==> config.mk <==
export PLATFORM = sky130hd
export DESIGN_NAME = pir_mix
export DESIGN_NICKNAME = d
export VERILOG_FILES = /design/src/pir_mix.sv
export SDC_FILE = /design/constraint.sdc
export NUM_CORES = 2
export LEC_CHECK = 0
export ABC_AREA = 1
export BUFFER_PORTS_ARGS = -buffer_cell sky130_fd_sc_hd__buf_4
export CAP_MARGIN = 15
export CORE_ASPECT_RATIO = 1.2
export CORE_MARGIN = 1
export CORE_UTILIZATION = 40
export DETAILED_ROUTE_END_ITERATION = 16
export HOLD_SLACK_MARGIN = 0.08
export MAX_ROUTING_LAYER = met4
export PLACE_DENSITY_LB_ADDON = 0.08
export SYNTH_ARGS = -nofsm -noshare
export SYNTH_HDL_FRONTEND = slang
export SYNTH_SLANG_ARGS = --single-unit
==> constraint.sdc <==
create_clock -name clk -period 13.3 [get_ports clk]
set_input_delay 1.33 -clock clk [delete_from_list [all_inputs] [get_ports clk]]
set_output_delay 1.33 -clock clk [all_outputs]
set_load 0.05 [all_outputs]
==> src/pir_mix.sv <==
// ----------------------------------------------------------------------------
// pir_mix
// Hue to weights, saturation and brightness mixing, byte conversion.
// Four register stages.
// ----------------------------------------------------------------------------
module pir_mix #(
    parameter int FB = 16
) (
    input  logic        clk,
    input  logic        rst_n,
    input  logic        in_valid,
    input  logic [FB:0] hue,
    input  logic [FB:0] sat,
    input  logic [FB:0] bri,
    input  logic        bad,
    output logic        out_valid,
    output logic [7:0]  red,
    output logic [7:0]  green,
    output logic [7:0]  blue,
    output logic        format_error
);

    localparam logic [FB+2:0] ONE3 = (FB+3)'(1) << FB;
    localparam logic [FB:0]   ONE  = (FB+1)'(1) << FB;

    logic [FB+2:0] h3;
    logic [FB:0]   wr_next, wg_next, wb_next;

    logic          v1_reg, v2_reg, v3_reg, v4_reg;
    logic [FB:0]   w_reg [3];
    logic [FB:0]   sat1_reg, bri1_reg, bri2_reg;
    logic [FB:0]   p_reg [3];
    logic [FB+1:0] c_reg [3];
    logic [7:0]    byte_reg [3];
    logic          err_reg;

    logic [2*FB+1:0] prod_p [3];
    logic [2*FB+1:0] prod_q [3];
    logic [FB:0]     inv_bri;
    logic [FB+1:0]   c_next [3];
    logic [FB+9:0]   scaled [3];

    always_comb
    begin
        h3 = (FB+3)'(hue) + (FB+3)'({hue, 1'b0});
        if (h3 < ONE3)
        begin
            wr_next = FB'(0) + (ONE - h3[FB:0]);
            wg_next = h3[FB:0];
            wb_next = '0;
        end
        else if (h3 > (ONE3 << 1))
        begin
            wr_next = (FB+1)'(h3 - (ONE3 << 1));
            wg_next = '0;
            wb_next = (FB+1)'(ONE3 + (ONE3 << 1) - h3);
        end
        else
        begin
            wr_next = '0;
            wg_next = (FB+1)'((ONE3 << 1) - h3);
            wb_next = (FB+1)'(h3 - ONE3);
        end
    end

    assign inv_bri = ONE - bri2_reg;

    always_comb
    begin
        for (int i = 0; i < 3; i++)
        begin
            prod_p[i] = (2*FB+2)'(w_reg[i]) * (2*FB+2)'(sat1_reg);
            prod_q[i] = (2*FB+2)'(p_reg[i]) * (2*FB+2)'(inv_bri);
            c_next[i] = (FB+2)'(bri2_reg) + (FB+2)'(prod_q[i][2*FB:FB]);
            scaled[i] = (((FB+10)'(c_reg[i]) + (FB+10)'(ONE)) << 8)
                      - ((FB+10)'(c_reg[i]) + (FB+10)'(ONE)) + (FB+10)'(ONE);
        end
    end

    always_ff @(posedge clk or negedge rst_n)
    begin
        if (!rst_n)
        begin
            v1_reg <= 1'b0;
            v2_reg <= 1'b0;
            v3_reg <= 1'b0;
            v4_reg <= 1'b0;
        end
        else
        begin
            v1_reg <= in_valid;
            v2_reg <= v1_reg;
            v3_reg <= v2_reg;
            v4_reg <= v3_reg;
        end
    end

    always_ff @(posedge clk)
    begin
        w_reg[0] <= wr_next;
        w_reg[1] <= wg_next;
        w_reg[2] <= wb_next;
        sat1_reg <= sat;
        bri1_reg <= bri;
        bri2_reg <= bri1_reg;
        for (int i = 0; i < 3; i++)
        begin
            p_reg[i]    <= prod_p[i][2*FB:FB];
            c_reg[i]    <= c_next[i];
            byte_reg[i] <= bad ? 8'd0 : scaled[i][FB+8:FB+1];
        end
        err_reg <= bad;
    end

    assign out_valid    = v4_reg;
    assign red          = byte_reg[0];
    assign green        = byte_reg[1];
    assign blue         = byte_reg[2];
    assign format_error = err_reg;

endmodule

==> summary.txt <==
Synth
  • Synth Flop Type: dfxtp_1
  • Cell count after synthesis: 8,857
  • Seq/Total Area, Yosys: 6.94%
  • Seq cells post-synth: 236
  • Mapped Nets: 11,000
  • Average cell area after synthesis: 7.72 um2
  • Top cell type's share of synthesized area: 38.9%
  • Area of the mapped netlist: 68,400 um2
  • Number of synthesized flops with an enable pin: 0
  • Top post-synthesis cells by area: fa_1 (39%), ha_1 (14%), inv_1 (12%)
  • Distinct cells, synth: 54
  • Biggest area consumer among synthesized cells: fa_1
  • Post-synth ARST share: 1.69%
  • Count leader, synth: inv_1
  • Syn. warnings: 0
  • Commonest cells in the netlist: inv_1 (2,258), nand2_1 (2,076), fa_1 (1,330), ha_1 (770), nor2_1 (609)

Critical path
  • Worst Path Arrival: 10.14 ns
  • CP Launch Type: register
  • Slowest stage delay, CP: 0.49 ns
  • Critical Path Fanout Max: 32
  • Critical Path Sink Type: register
  • Launch point of the worst reg-to-reg path: bri2_reg[0]
  • Worst Setup SP: bri2_reg[0]
  • RR Endpoint: c_reg[0][14]
  • Req. time, crit path: 13.82 ns
  • Setup slack, reg-to-reg: 3.68 ns
  • R2R cell count: 41
  • Worst Setup EP: c_reg[0][14]
  • Most frequent CP cell: nand2_1
  • Slowest stage cell, crit path: fa_1
  • Crit Path Class: reg2reg

Floorplan
  • # IOs: 81
  • Die Area: 173,000 um2
  • Core footprint: 169,000 um2
  • Die width: 380 um
  • Chip height: 455 um
  • Rows: 165
  • Initial Utilization: 40.5%

STA
  • Final period utilization: 72.3%
  • Clock period minus worst slack: 9.62 ns
  • Slew @ Worst Pin: 1.12 ns
  • Final hold violations: 0
  • Unrepaired setup endpoints after global routing: false
  • Final setup fails: 0
  • Final Slew Violations: 0
  • Rel. slew slack: 25.0%
  • Sum Neg Setup Slack: 0 ns
  • Clock skew: 0.0561 ns
  • Fmax: 0.104 GHz

Cells and area
  • Largest register FFs: 54
  • Register area: 4770 um2
  • Multi-input gate area: 53,800 um2
  • Layout area overhead: 5.80%
  • Fill cells: 17,500
  • NumNets Final: 10,900
  • Layout cells sized above 1: 3.40%

Clocking
  • Postcts setup bufs: 0
  • TritonCTS Sinks: 236
  • CTS root buffer: clkbuf_16
  • CTS buffer count: 35
  • Max H-tree Level: 2
  • Post-CTS Resized: 0
  • CTS tree: yes
  • CTS clock-pin slew for the worst setup and hold paths: 0.06 ns
  • CTS Buffer Depth: 3
  • Worst skew pair latency: 0.63 ns
  • CTS hold repair buffers: 0

Routing
  • DRT Pass-1 Iters: 7
  • Routed vias: 54,900
  • Post-DRT Antenna Nets: 0
  • DR iter-0 viols: 2,849
  • Drt via density: 4.99
  • DR DRC count: 0
  • WL per Instance: 19.3 um
  • Post-Route WL: 212 mm

Placed design
  • Global placer's final weighted congestion: 0.917
  • IO buf count: 80
  • DP Wirelength: 169 mm

GRT
  • Vias in the first global route: 59,400
  • GRT Overall Usage: 25.8%
  • Initial antenna violation count: 1
  • Global-route wire length before repair: 335 mm
  • Total gr overflow: 0
  • Largest net degree at the start of global routing: 52

Outcome
  • Status: completed

Min path
  • HP Class: reg2reg

Job
  • Max-cap violation count: 0
[cell type report]
type	count	share of cell area, %
multi-input combinational	5993	74.3
inverter	2283	11.8
sequential	236	6.59
clock buffer	46	1.39
tap	2254	3.90
antenna	1	0.00346
clock inverter	18	0.365
timing repair buffer	158	1.64
[layer usage]
layer | GRT usage, % | vias to the layer above | part of all wire [%]
met5 | - | - | 0
met2 | 46.5 | 1187 | 51
met4 | 8.06 | 0 | 3.4
met3 | 2.01 | 326 | 3.8
li1 | - | 25700 | -
met1 | 30.5 | 27600 | 41
[kinds of logic after synthesis]
logic type | count (synthesis) | share of synthesized area [%]
AO/OA/AOI/OAI | 696 | 5.85
XOR/XNOR | 176 | 2.25
adder cells (fa/ha/maj) | 2100 | 53.0
buffers and inverters | 2628 | 14.5
flip-flops | 236 | 6.94
AND/OR/NAND/NOR | 3021 | 17.5
[worst min-delay path by stage]
stage | from | end | slack [ns] | depth (start not counted)
floorplan | bri1_reg[0] | bri2_reg[0] | 0.31 | 0
global placement | bri1_reg[10] | bri2_reg[10] | 0.31 | 0
detailed placement | bri1_reg[14] | bri2_reg[14] | 0.31 | 0
CTS | bri1_reg[13] | bri2_reg[13] | 0.33 | 0
global route | bri1_reg[12] | bri2_reg[12] | 0.33 | 0
finish | bri1_reg[13] | bri2_reg[13] | 0.33 | 0
[cell usage in the layout, fill, tap and decap left out, types with 5 or more instances in the layout]
cell type  instances
inv_1           2258
nand2_1         2076
fa_1            1330
ha_1             769
nor2_1           609
a21oi_1          312
dfxtp_1          214
o21ai_0          183
nand3_1          170
buf_4            158
xor2_1           130
xnor2_1           46
nor3_1            46
nand4_1           43
a21o_1            36
clkbuf_16         36
o21bai_1          28
nor4_1            28
o21a_1            22
a31oi_1           22
a21boi_0          21
dfxtp_2           18
clkinv_1          16
o22ai_1           11
a221oi_1          10
nand2_2           10
or2_2             10
inv_2              9
o21ai_2            9
nor2_2             8
o211ai_1           7
o221ai_1           7
clkbuf_8           7
o31ai_1            6
a211oi_1           5
and2_1             5
inv_6              5
bufinv_16          5
[worst max-delay path, delay by kind of cell (launching register included)]
family                     cells  cell delay (ns)
and+or+nand+nor               15             1.90
adders and majority gates     10             3.79
buffers and inverters          8             1.74
AOI/OAI and AO/OA              7             1.38
DFF                            1             0.47
xor gates and xnor gates       1             0.16
[metrics by stage]
stage          hold slack, ns  area (um2)  instances  worst slack, ns  util, %
2_1_floorplan           0.310       68400       8857             5.29        -
3_3_place_gp            0.314       71100      10900             3.71     42.0
3_5_place_dp            0.315       71100      10900             3.63     42.0
4_1_cts                 0.328       72400      11000             3.64     42.8
5_1_grt                 0.331       72400      11000             3.06     42.8
6_report                0.326       72400      11000             3.68     42.8
Power is left out: the tool's default activity adds up to more than one toggle a clock period on the data nets, which glitch-free logic cannot reach.
