$ cat src/pir_div.sv
// ----------------------------------------------------------------------------
// pir_div
// Pipelined restoring divider, one quotient bit per stage.
// ----------------------------------------------------------------------------
module pir_div #(
    parameter int NUM_W  = 16,
    parameter int DEN_W  = 16,
    parameter int SIDE_W = 1
) (
    input  logic              clk,
    input  logic              rst_n,
    input  logic              in_valid,
    input  logic [NUM_W-1:0]  in_num,
    input  logic [DEN_W-1:0]  in_rem,
    input  logic [DEN_W-1:0]  den,
    input  logic [SIDE_W-1:0] in_side,
    output logic              out_valid,
    output logic [NUM_W-1:0]  out_quo,
    output logic [DEN_W-1:0]  out_rem,
    output logic [SIDE_W-1:0] out_side
);

    logic              valid_reg [NUM_W];
    logic [NUM_W-1:0]  num_reg   [NUM_W];
    logic [DEN_W-1:0]  rem_reg   [NUM_W];
    logic [SIDE_W-1:0] side_reg  [NUM_W];

    genvar s;
    generate
        for (s = 0; s < NUM_W; s++) begin : g_stage
            logic              cur_v;
            logic [NUM_W-1:0]  cur_num;
            logic [DEN_W-1:0]  cur_rem;
            logic [SIDE_W-1:0] cur_side;
            logic [DEN_W:0]    trial;
            logic              ge;
            logic [NUM_W-1:0]  num_next;
            logic [DEN_W-1:0]  rem_next;

            if (s == 0) begin : g_first
                assign cur_v    = in_valid;
                assign cur_num  = in_num;
                assign cur_rem  = in_rem;
                assign cur_side = in_side;
            end else begin : g_rest
                assign cur_v    = valid_reg[s-1];
                assign cur_num  = num_reg[s-1];
                assign cur_rem  = rem_reg[s-1];
                assign cur_side = side_reg[s-1];
            end

            always_comb
            begin
                trial    = {cur_rem, cur_num[NUM_W-1]};
                ge       = trial >= {1'b0, den};
                rem_next = ge ? DEN_W'(trial - {1'b0, den}) : trial[DEN_W-1:0];
                num_next = {cur_num[NUM_W-2:0], ge};
            end

            always_ff @(posedge clk or negedge rst_n)
            begin
                if (!rst_n)
                begin
                    valid_reg[s] <= 1'b0;
                end
                else
                begin
                    valid_reg[s] <= cur_v;
                end
            end

            always_ff @(posedge clk)
            begin
                num_reg[s]  <= num_next;
                rem_reg[s]  <= rem_next;
                side_reg[s] <= cur_side;
            end
        end
    endgenerate

    assign out_valid = valid_reg[NUM_W-1];
    assign out_quo   = num_reg[NUM_W-1];
    assign out_rem   = rem_reg[NUM_W-1];
    assign out_side  = side_reg[NUM_W-1];

endmodule

$ cat config.mk
export PLATFORM = sky130hd
export DESIGN_NAME = pir_div
export DESIGN_NICKNAME = d
export VERILOG_FILES = /design/src/pir_div.sv
export SDC_FILE = /design/constraint.sdc
export NUM_CORES = 1
export LEC_CHECK = 0
export BUFFER_PORTS_ARGS = -buffer_cell sky130_fd_sc_hd__buf_2
export CELL_PAD_IN_SITES_DETAIL_PLACEMENT = 1
export CELL_PAD_IN_SITES_GLOBAL_PLACEMENT = 1
export CORE_ASPECT_RATIO = 1.25
export CORE_MARGIN = 5
export CORE_UTILIZATION = 53
export DETAILED_ROUTE_END_ITERATION = 10
export PLACE_DENSITY_LB_ADDON = 0.1
export SLEW_MARGIN = 0
export SYNTH_ARGS = -nofsm -noshare
export SYNTH_HDL_FRONTEND = slang
export SYNTH_SLANG_ARGS = --single-unit
$ cat constraint.sdc
create_clock -name clk -period 5.71 [get_ports clk]
set_input_delay 0.2855 -clock clk [delete_from_list [all_inputs] [get_ports clk]]
set_output_delay 0.2855 -clock clk [all_outputs]
set_load 0.05 [all_outputs]
==> metrics.log, run 1 <==
INFO  metric status = completed
INFO  metric final.min_clock_period = 3480 ps
INFO  metric pwr-share-comb = 50.8%
INFO  metric sequential_element_share_of_the_synthesized_area = 42.9%
INFO  metric start_kind = primary input
INFO  metric intPower = 12100 µW
INFO  metric cts.root.buffer_cell = clkbuf_16
INFO  metric antenna_cells = 0
INFO  metric gp_routability_congestion = 0.887
INFO  metric met2RoutedLength = 38900 µm
INFO  metric grt.total_usage = 26.7%
INFO  metric insertion_delay = 620 ps
INFO  metric power.share.switching = 39.5%
INFO  metric hold_ws = 29.9 ps
INFO  metric die_area = 52800 µm²
INFO  metric grt_setup_unrepaired = no
INFO  metric detailed_place_hpwl = 52100 µm
INFO  metric clock.fmax = 288 MHz
INFO  metric initial_util = 53.3%
INFO  metric port-buffer-count = 85
INFO  metric hold_path.class = primary input to flip-flop
INFO  metric top_layer_used = met4
INFO  metric biggest_fanout_along_the_worst_timing_path = 16
INFO  metric post-place-cells = 3226
INFO  metric top_level_ports = 86
INFO  metric die_height = 256 µm
INFO  metric layout_cells_excl_fill = 3353
INFO  metric power.net_switching = 7910 µW
INFO  metric hp-start = in_num[15]
INFO  metric maxSlewViolCount = 0
INFO  metric cts_tree = built
INFO  metric numCtsBuffers = 53
INFO  metric path_class = primary input to flip-flop
INFO  metric die_width = 206 µm
INFO  metric worst_clock_skew = 29.9 ps
INFO  metric r2r_start = rem_reg[0][32]$_DFF_P_
INFO  metric dr_total_vias = 19.4k
INFO  metric ctsHtreeMaxLevel = 2
INFO  metric num_rows = 90
INFO  metric worstSetupEndpointType = flip-flop
INFO  metric syn2layout_area_growth = 13.4%
INFO  metric power-per-cell-area = 690 nW/µm²
INFO  metric worst_ep_required_time = 6220 ps
INFO  metric wl_per_cell = 21.3 µm
INFO  metric ys_warn_count = 0
INFO  metric sequentialPowerShare = 30.6%
INFO  metric routed_metal_1_wirelength = 27400 µm
INFO  metric final_layout_size_suffix_gt1_share = 14.8%
INFO  metric post_synth_instance_area = 25600 µm²
INFO  metric maxCapViolCount = 0
INFO  metric clkTransAtPathRegs = 70 ps
INFO  metric vdd.ir_drop.worst = 0.000385 V
INFO  metric worst_ep_arrival_time = 3980 ps
INFO  metric final_min_period_over_clock_period = 60.9%
INFO  metric via_per_inst = 5.78
INFO  metric antenna_found_initial = 0
INFO  metric yosys_register_bits = 544
INFO  metric first_global_vias = 21.2k
INFO  metric gate_count_after_technology_mapping = 2507
INFO  metric overflow = 0
INFO  metric synth.lib_cells_used.distinct = 74
INFO  metric placeableCoreArea = 48000 µm²
INFO  metric critical_path.startpoint = den[1]
INFO  metric setup_violating_endpoint_count_in_the_final_report = 0
INFO  metric finalSetupTns = 0 ps
INFO  metric fill_cells = 5283
INFO  metric static-leakage-power = 0.0127 µW
INFO  metric synthFlopType = dfxtp_1
INFO  metric fin_nets = 2992
INFO  metric pin_count_of_the_biggest_net_entering_global_routing = 29
INFO  metric clock-sinks = 544
INFO  metric power_frac_clock = 18.6%
INFO  metric async_flop_share = 2.94%
INFO  metric route.final.wire_length = 71500 µm
INFO  metric post-route-drc-count = 0
INFO  metric slew-limit-headroom = 7.90%
INFO  metric grt_first_pass_wirelength = 112000 µm
INFO  metric cts.path.max_buffers = 3
INFO  metric finalHoldViolations = 0
INFO  metric met3_length = 1950 µm
INFO  metric syn-mean-instance-area = 10.2 µm²
INFO  metric synth_enable_flop_cells = 0
INFO  metric drt_first_iter_violations = 750
INFO  metric number_of_detailed_routing_iterations_run_before_antenna_repair = 5
INFO  metric drtAntennaViolNets = 0
INFO  metric synth_fp_nets = 2831
INFO  metric worst_pin_slew = 1380 ps
==> cell usage after synthesis, types with 18 or more instances <==
cell type / number / area [µm²]
nor2_1: 165 / 619
o211ai_1: 19 / 143
ha_1: 256 / 3200
mux2i_1: 33 / 330
inv_1: 108 / 405
nor2b_1: 43 / 269
o21a_1: 46 / 345
nand4_1: 42 / 263
nor4_1: 20 / 125
nor3_1: 52 / 260
nand2b_1: 29 / 181
o31ai_1: 21 / 158
a31oi_1: 22 / 138
nand2_1: 126 / 473
a21oi_1: 134 / 671
o21ai_0: 139 / 696
a21o_1: 59 / 443
clkbuf_1: 18 / 67.6
xnor2_1: 132 / 1160
dfxtp_1: 528 / 10600
xor2_1: 46 / 403
mux2_2: 168 / 1890
a211oi_1: 23 / 173
nand3_1: 37 / 185
==> cell usage in the layout (no fill, tap or decap), types with 12 or more instances in the layout <==
cell           netlist  final
o21bai_1            14     14
clkbuf_16            0     55
nand4_1             42     42
dlygate4sd3_1        0     31
a211oi_1            23     23
nand3_1             37     37
a31oi_1             22     22
nor3_1              52     52
and3_1              13     13
a21o_1              59     59
o21a_1              46     46
xor2_1              46     46
or3_1               16     16
nor2_1             165    165
mux2_2             168    168
or2_2               14     14
o31ai_1             21     21
o21ai_0            139    139
nand2b_1            29     29
o31a_1              12     12
o211ai_1            19     19
nor4_1              20     20
xnor2_1            132    132
dfxtp_1            528    528
ha_1               256    256
nor2b_1             43     43
mux2i_1             33     33
fa_1                16     16
a21oi_1            134    134
dfrtp_1             16     16
nand2_1            126    126
buf_4                2     23
inv_1              108    108
buf_2               12     85
==> final timing paths <==
check	endpoint	slack [ps]	cells past startpoint
min	rem_reg[0][0]$_DFF_P_	30	3
max in group asynchronous	g_stage[1].cur_v$_DFF_PN0_	5330	2
min reg2reg	num_reg[8][2]$_DFF_P_	320	0
max reg2reg	rem_reg[0][54]$_DFF_P_	2240	9
max	rem_reg[1][98]$_DFF_P_	2230	12
min in group asynchronous	g_stage[6].cur_v$_DFF_PN0_	120	2
==> cell type report <==
type | count | area [µm²] | area share [%]
inverters | 108 | 405 | 1.40
repair buffers | 139 | 908 | 3.13
flip-flops and latches | 544 | 11000 | 37.8
multi-input cells | 1822 | 14000 | 48.4
clock buffers | 68 | 1520 | 5.22
well taps | 644 | 806 | 2.78
clock inverters | 28 | 349 | 1.20
==> critical path, stage by stage <==
cell and delay (ps):
buf_2 130, inv_1 350, buf_4 290, ha_1 270, nor2b_1 150, o31a_1 250, o21ai_0 240, a221oi_1 160
o41ai_2 400, o21ai_1 210, o32ai_2 790, mux2_2 440
==> what timing repair did <==
action | 4_1_cts | 5_1_grt
resized for setup | 0 | 0
hold buffers | 31 | 0
endpoints found under the hold margin | 46 | 0
setup buffers | 0 | 0
==> power by group through the flow <==
stage                     logic [µW]  registers [µW]  clock network (µW)
after CTS                      10100            6140                3800
after detailed placement        9950            6200                   0
after global routing           11100            6240                3980
final                          10200            6130                3720
after global placement          9500            6160                   0
after floorplan                 7560            6160                   0
==> per-stage QoR <==
stage	total power, µW	utilization (%)	worst slack, ps	instance area, µm²
5_1_grt	21400	60.5	2050	29000
6_report	20000	60.5	2230	29000
3_3_place_gp	15700	55.9	1830	26800
4_1_cts	20100	60.5	2240	29000
2_1_floorplan	13700	-	2590	25600
3_5_place_dp	16200	55.9	1700	26800
==> metal layers <==
metal | track usage [%] | up-vias
met4 | 11.2 | 0
met3 | 3.50 | 183
met1 | 28.5 | 9458
met2 | 51.4 | 339
li1 | - | 9395
met5 | 0 | -
==> cell families after synthesis <==
| kind of cell | synth area share (%) |
|---|---|
| AOI/OAI and AO/OA | 14.7 |
| xor gates and xnor gates | 6.10 |
| adders and majority gates | 13.8 |
| buffers and inverters | 2.20 |
| DFF | 42.9 |
| muxes | 9.13 |
| and+or+nand+nor | 11.2 |
No activity file was read; power rests on OpenSTA's default activity.
==> run 2: changes to the inputs <==
- ABC_AREA: unset -> 1
- CORE_UTILIZATION: 53 -> 46
- clock period: 5.71 -> 3.3 ns (I/O delays scaled with it)
==> run 2 against run 1 <==
  * Critical path depth increased by 1
  * Clock skew decreased by 9.2 ps
  * Largest cell class unchanged
  * Synthesized area increased by 25%
  * First-iteration DRC count is 69% higher
==> metrics.log, run 2 <==
INFO  metric yosys.area.top_type = dfxtp_1
INFO  metric post_dp_cell_area = 33400 µm² (+25%)
INFO  metric antenna_found_initial = 0 (unchanged)
INFO  metric path_common_cell = nand2_1
INFO  metric cts_tree = built
INFO  metric post_cts_setup_repair_bufs = 0 (unchanged)
INFO  metric synth_enable_flop_cells = 0 (unchanged)
INFO  metric use_met2 = 49.7% (-1.7 points)
INFO  metric sequential_element_share_of_the_synthesized_area = 34.4% (-8.5 points)
INFO  metric synth.most_common_cell = nand2_1
INFO  metric final_min_period_over_clock_period = 70.6%
INFO  metric detailed_place_hpwl = 78700 µm (+51%)
INFO  metric cts.root.buffer_cell = clkbuf_16
INFO  metric biggest_fanout_along_the_worst_timing_path = 17 (+1)
INFO  metric dr_total_vias = 29.5k (+52%)
INFO  metric yosys.area_share.adder = 11.0% (-2.7 points)
INFO  metric first_global_vias = 31.3k (+47%)
INFO  metric worst_clock_skew = 20.7 ps (-9.16 ps)
INFO  metric gp_routability_congestion = 0.915 (+3.1%)
INFO  metric die_height = 305 µm (+19%)
INFO  metric number_of_detailed_routing_iterations_run_before_antenna_repair = 5 (unchanged)
INFO  metric drt_first_iter_violations = 1271 (+69%)
INFO  metric post_synth_and_or_nand_nor_area_fraction = 38.1% (+27 points)
INFO  metric numCtsBuffers = 56 (+5.7%)
INFO  metric yosys_register_bits = 544 (unchanged)
INFO  metric clock.fmax = 429 MHz
INFO  metric route.final.wire_length = 102000 µm (+43%)
INFO  metric fin_util = 51.6% (-8.8 points)
INFO  metric worst_ep_arrival_time = 2850 ps (-1130 ps)
INFO  metric worst_slack_placed = 334 ps (-1370 ps)
INFO  metric regToRegEndpoint = rem_reg[0][111]$_DFF_P_
INFO  metric ctsHtreeMaxLevel = 2 (unchanged)
INFO  metric synth_top_family_by_area = simple AND/OR/NAND/NOR gates
INFO  metric hold_end = num_reg[0][2]$_DFF_P_
INFO  metric via_per_inst = 5.00 (-14%)
INFO  metric synth.lib_cells_used.distinct = 40 (-46%)
INFO  metric worst_hold_path.num_cells = 2 (-1)
INFO  metric global_route.peak_usage_layer = met2
INFO  metric clkTransAtPathRegs = 60 ps (about the same)
INFO  metric syn2layout_area_growth = 11.9%
INFO  metric top_level_ports = 86 (unchanged)
INFO  metric final_layout_size_suffix_gt1_share = 6.91% (-7.9 points)
INFO  metric maxCapViolCount = 0 (unchanged)
INFO  metric r2r_slack = 1020 ps (-1220 ps)
INFO  metric synth_fp_nets = 5101 (+80%)
INFO  metric drtAntennaViolNets = 0 (unchanged)
INFO  metric finalSetupTns = 0 ps (unchanged)
INFO  metric final.min_clock_period = 2330 ps
INFO  metric ys_warn_count = 0 (unchanged)
INFO  metric finalHoldViolations = 0 (unchanged)
INFO  metric grt_setup_unrepaired = no
INFO  metric setup_violating_endpoint_count_in_the_final_report = 0 (unchanged)
INFO  metric antenna_cells = 0 (unchanged)
INFO  metric cts.path.max_buffers = 3 (unchanged)
INFO  metric multiInputGateArea = 17500 µm² (+25%)
INFO  metric insertion_delay = 640 ps (+20 ps)
INFO  metric post-route-drc-count = 0 (unchanged)
INFO  metric static-leakage-power = 0.0205 µW (+61%)
INFO  metric pin_count_of_the_biggest_net_entering_global_routing = 20 (-31%)
INFO  metric synth_area_leaders = dfxtp_1 (33%), nand2_1 (23%), ha_1 (10%)
INFO  metric post_synth_xor_area_fraction = 2.72% (-3.4 points)
INFO  metric r2r_start = rem_reg[0][91]$_DFF_P_
INFO  metric compound_gate_fraction_of_synth_area = 3.02% (-12 points)
INFO  metric synth_top_area_share = 33.1% (-8.2 points)
INFO  metric worstSetupEndpointType = flip-flop
INFO  metric cts_hold_repair.buffers = 36 (+16%)
INFO  metric critPathMaxStageDelay = 480 ps (-310 ps)
INFO  metric layout_setup_ws = 969 ps (-1260 ps)
INFO  metric fill_cells = 9324 (+76%)
INFO  metric final_cell_area = 35700 µm² (+23%)
INFO  metric worst_ep_required_time = 3820 ps (-2400 ps)
INFO  metric start_kind = primary input
INFO  metric status = completed
INFO  metric cts.repair.resized = 0 (unchanged)
INFO  metric most_common_library_cell_in_the_layout_ignoring_fill_and_taps = nand2_1
INFO  metric gate_count_after_technology_mapping = 4777 (+91%)
INFO  metric vdd.ir_drop.worst = 0.000556 V (+45%)
INFO  metric hold_path.class = primary input to flip-flop
INFO  metric seqCellArea = 11000 µm² (unchanged)
INFO  metric grt_first_pass_wirelength = 162000 µm (+44%)
INFO  metric maxSlewViolCount = 0 (unchanged)
INFO  metric muxShareOfSynthArea = 0% (-9.1 points)
INFO  metric syn-mean-instance-area = 6.68 µm² (-34%)
INFO  metric use_met1 = 31.3% (+2.8 points)
INFO  metric placeableCoreArea = 69200 µm² (+44%)
INFO  metric yosys-top-cells-count = nand2_1 (1959), inv_1 (784), dfxtp_1 (528)
INFO  metric die_area = 74800 µm² (+42%)
INFO  metric power-per-cell-area = 1070 nW/µm² (+55%)
INFO  metric initial_util = 46.1% (-7.1 points)
INFO  metric port-buffer-count = 85 (unchanged)
INFO  metric slew-limit-headroom = 43.6% (+36 points)
INFO  metric path_class = primary input to flip-flop
INFO  metric final_cell_mix = nand2_1 (1959), inv_1 (781), dfxtp_1 (528)
INFO  metric rr_worst_depth = 10 (+1)
INFO  metric grt.total_usage = 27.0% (+0.32 points)
INFO  metric post_synth_instance_area = 31900 µm² (+25%)
INFO  metric fin_nets = 5258 (+76%)
INFO  metric synthFlopType = dfxtp_1
INFO  metric num_rows = 108 (+20%)
INFO  metric overflow = 0 (unchanged)
INFO  metric async_flop_share = 2.94% (unchanged)
INFO  metric die_width = 246 µm (+19%)
INFO  metric globalRouteMet3Util = 3.44% (-0.053 points)
INFO  metric worst_path_max_delay_cell = clkinv_1
INFO  metric hp-start = in_num[1]
INFO  metric path_cells = buf_2, clkinv_1, buf_4, ha_1, nand2_1, nor2_1, and2_1, nand2_1, nand2_1, nor2_4, nand2_4, nand2_1, nand2_1
INFO  metric worst_pin_slew = 846 ps (-536 ps)
INFO  metric clock-sinks = 544 (unchanged)
INFO  metric wl_per_cell = 17.3 µm (-19%)
run 2: worst max-delay path by stage:
stage	start	end	slack [ps]	depth (start not counted)
6_report	den[10]	rem_reg[0][55]$_DFF_P_	970	13
5_1_grt	den[10]	rem_reg[0][30]$_DFF_P_	860	14
4_1_cts	den[10]	rem_reg[0][26]$_DFF_P_	1010	14
3_5_place_dp	den[10]	rem_reg[0][62]$_DFF_P_	330	13
3_3_place_gp	den[10]	rem_reg[0][62]$_DFF_P_	380	13
2_1_floorplan	den[2]	rem_reg[0][36]$_DFF_P_	1440	14
run 2: layer usage:
metal	vias up	wire, µm
li1	15100	-
met1	13800	42800
met2	442	51000
met3	251	3300
met4	0	4990
met5	-	0
run 2: layout make-up:
class / instances / share of cell area, %
tap: 935 / 3.28
timing repair buffer: 159 / 3.28
clock inverter: 36 / 1.20
multi-input combinational: 3382 / 49.0
clock buffer: 68 / 4.19
inverter: 791 / 8.31
sequential: 544 / 30.7
run 2: where the power goes:
| group | leakage, µW | switching [µW] | internal [µW] | total (µW) |
|---|---|---|---|---|
| logic | 0.0149 | 13900 | 6870 | 20800 |
| clock network | 0.000928 | 2830 | 3820 | 6650 |
| registers | 0.00464 | 1670 | 9160 | 10800 |
| total | 0.0205 | 18400 | 19800 | 38200 |
run 2: worst max-delay path, delay by kind of cell:
| kind | cells | cell delay, ps |
|---|---|---|
| simple gates | 9 | 1330 |
| buf+inv | 3 | 960 |
| fa+ha+maj | 1 | 370 |
run 2: metrics by stage:
stage,instances,total power (µW),hold WS (ps)
finish,5915,38200,160
detailed placement,5775,31600,105
global placement,5775,31000,85.0
floorplan,4777,26000,-131
global route,5915,41700,147
CTS,5915,38500,121
run 2: cell families (layout without fill, tap and decap cells):
| family | after synthesis | after routing |
|---|---|---|
| compound gates | 176 | 176 |
| fa+ha+maj | 272 | 272 |
| flops | 544 | 544 |
| xor+xnor | 99 | 99 |
| buf+inv | 851 | 1054 |
| simple gates | 2835 | 2835 |
==> run 3: changes to the inputs <==
- clock period: 3.3 -> 2.31 ns (I/O delays scaled with it)
==> run 3 against run 2 <==
  * Combinational power increased by 46%
  * Worst hold slack worse by 51 ps
  * Global-route usage is 0.25 points higher
  * Sequential power up 44%
==> metrics.log, run 3 (synthesized netlist as in run 2, its figures left out) <==
INFO  metric power.net_switching = 26400 µW (+44%)
INFO  metric clkTransAtPathRegs = 80 ps (+20 ps)
INFO  metric worst_clock_skew = 20.6 ps (-0.141 ps)
INFO  metric intPower = 29000 µW (+46%)
INFO  metric kind_of_cell_with_the_highest_combined_delay_on_the_critical_path = simple AND/OR/NAND/NOR gates
INFO  metric overflow = 0 (unchanged)
INFO  metric ctsHtreeMaxLevel = 2 (unchanged)
INFO  metric grt.total_usage = 27.2% (+0.25 points)
INFO  metric gp_routability_congestion = 0.934 (+2.2%)
INFO  metric final_layout_size_suffix_gt1_share = 7.66% (+0.75 points)
INFO  metric path_class = flip-flop to flip-flop
INFO  metric maxCapViolCount = 0 (unchanged)
INFO  metric cts.repair.resized = 0 (unchanged)
INFO  metric initial_util = 46.1% (unchanged)
INFO  metric path_cells = ha_1, nand2_1, nand2_1, a21oi_1, nand2_1, nor2_1, nand2_2, inv_1, nand2_1, nand2_1
INFO  metric static-leakage-power = 0.0208 µW (+1.2%)
INFO  metric cts.path.max_buffers = 3 (unchanged)
INFO  metric sequentialPowerShare = 27.9% (-0.4 points)
INFO  metric hold_path.class = primary input to flip-flop
INFO  metric via_per_inst = 5.00 (about the same)
INFO  metric post-route-drc-count = 0 (unchanged)
INFO  metric worst_path_max_delay_cell = dfxtp_1
INFO  metric rr_worst_depth = 10 (unchanged)
INFO  metric insertion_delay = 640 ps (about the same)
INFO  metric antenna_found_initial = 2 (+2)
INFO  metric finalSetupTns = 0 ps (unchanged)
INFO  metric hold_end = num_reg[0][7]$_DFF_P_
INFO  metric worstPathBufferInverterCount = 1 (-2)
INFO  metric final.min_clock_period = 2090 ps
INFO  metric cts_tree = built
INFO  metric placeableCoreArea = 69200 µm² (unchanged)
INFO  metric route.final.wire_length = 103000 µm (+0.63%)
INFO  metric cts.root.buffer_cell = clkbuf_16
INFO  metric final_min_period_over_clock_period = 90.3%
INFO  metric seqCellArea = 11000 µm² (unchanged)
INFO  metric num_rows = 108 (unchanged)
INFO  metric numCtsBuffers = 55 (-1.8%)
INFO  metric path_common_cell = nand2_1
INFO  metric maxSlewViolCount = 0 (unchanged)
INFO  metric multiInputGateArea = 17500 µm² (unchanged)
INFO  metric worstSetupEndpointType = flip-flop
INFO  metric status = completed
INFO  metric syn2layout_area_growth = 13.3%
INFO  metric hold_ws = 109 ps (-51.4 ps)
INFO  metric r2r_start = rem_reg[0][109]$_DFF_P_
INFO  metric worst_ep_arrival_time = 2650 ps (-200 ps)
INFO  metric die_width = 246 µm (unchanged)
INFO  metric critPathMaxStageDelay = 470 ps (about the same)
INFO  metric fin_nets = 5294 (+0.68%)
INFO  metric power_frac_clock = 17.4% (about the same)
INFO  metric detailed_place_hpwl = 79800 µm (+1.5%)
INFO  metric dr_total_vias = 29.7k (+0.64%)
INFO  metric biggest_fanout_along_the_worst_timing_path = 14 (-3)
INFO  metric grt_first_pass_wirelength = 164000 µm (+1.1%)
INFO  metric worst_hold_path.num_cells = 2 (unchanged)
INFO  metric r2r_slack = 220 ps (-800 ps)
INFO  metric drt_first_iter_violations = 1159 (-8.8%)
INFO  metric final_cell_mix = nand2_1 (1959), inv_1 (781), dfxtp_1 (528)
INFO  metric top_level_ports = 86 (unchanged)
INFO  metric clock.fmax = 480 MHz
INFO  metric number_of_detailed_routing_iterations_run_before_antenna_repair = 5 (unchanged)
INFO  metric power.share.switching = 47.7% (-0.39 points)
INFO  metric wl_per_cell = 17.3 µm (about the same)
INFO  metric die_area = 74800 µm² (unchanged)
INFO  metric clock-sinks = 544 (unchanged)
INFO  metric fill_cells = 9258 (-0.71%)
INFO  metric port-buffer-count = 85 (unchanged)
INFO  metric die_height = 305 µm (unchanged)
INFO  metric start_kind = flip-flop
INFO  metric grt_setup_unrepaired = no
INFO  metric regToRegEndpoint = rem_reg[0][124]$_DFF_P_
INFO  metric slew-limit-headroom = 45.9% (+2.3 points)
INFO  metric power-per-cell-area = 1530 nW/µm² (+43%)
INFO  metric drtAntennaViolNets = 0 (unchanged)
INFO  metric vdd.ir_drop.worst = 0.000827 V (+49%)
INFO  metric finalHoldViolations = 0 (unchanged)
INFO  metric most_common_library_cell_in_the_layout_ignoring_fill_and_taps = nand2_1
INFO  metric setup_violating_endpoint_count_in_the_final_report = 0 (unchanged)
INFO  metric worst_ep_required_time = 2880 ps (-940 ps)
INFO  metric hp-start = in_num[6]
INFO  metric pin_count_of_the_biggest_net_entering_global_routing = 20 (unchanged)
INFO  metric first_global_vias = 31.8k (+1.5%)
INFO  metric worst_pin_slew = 809 ps (-37.1 ps)
INFO  metric pwr-share-comb = 54.7% (+0.4 points)
==> run 3: layer usage <==
metal  routed length [µm]  part of all wire [%]  GRT usage, %  vias up
met2                52500                    51          51.3      434
met1                42500                    41          31.0    14000
met3                 3160                   3.1          3.24      223
li1                     -                     -             -    15100
met4                 4460                   4.3          10.7        2
met5                   19                 0.018             0        -
==> run 3: area by class of cell <==
type	count	area share, %
diodes	1	0.00692
clock buffers	67	4.18
repair buffers	196	4.41
multi-input cells	3382	48.4
clock inverters	35	1.25
inverters	791	8.21
well taps	935	3.23
flip-flops and latches	544	30.3
==> run 3: worst max-delay path by stage <==
stage | end | slack [ps] | start | depth (start not counted)
after detailed placement | rem_reg[0][30]$_DFF_P_ | 60 | den[9] | 14
final | rem_reg[0][124]$_DFF_P_ | 220 | rem_reg[0][109]$_DFF_P_ | 10
after CTS | rem_reg[0][124]$_DFF_P_ | 190 | rem_reg[0][109]$_DFF_P_ | 10
after global placement | rem_reg[0][30]$_DFF_P_ | 110 | den[9] | 14
after floorplan | rem_reg[0][36]$_DFF_P_ | 500 | den[2] | 14
after global routing | rem_reg[1][114]$_DFF_P_ | 110 | rem_reg[1][105]$_DFF_P_ | 11
==> run 3: what timing repair did <==
item | CTS | global route
hold buffers | 35 | 0
buffers inserted | 0 | 0
endpoints found under the setup margin | 0 | 0
endpoints found under the hold margin | 49 | 0
==> run 3: stage by stage <==
step | power [µW] | cell area [µm²] | worst slack, ps | utilization [%] | instances
floorplan | 37100 | 31900 | 495 | - | 4777
global placement | 44800 | 33900 | 105 | 48.9 | 5813
detailed placement | 45700 | 33900 | 64.5 | 48.9 | 5813
CTS | 55800 | 36200 | 191 | 52.3 | 5950
global route | 60300 | 36200 | 109 | 52.3 | 5950
finish | 55400 | 36200 | 225 | 52.3 | 5951
==> run 3: power by group through the flow <==
| stage | registers (µW) | clock network (µW) | logic, µW |
|---|---|---|---|
| final | 15500 | 9630 | 30300 |
| after global routing | 15700 | 10300 | 34400 |
| after CTS | 15500 | 9880 | 30400 |
| after detailed placement | 15700 | 0 | 30000 |
| after global placement | 15600 | 0 | 29200 |
| after floorplan | 15300 | 0 | 21800 |
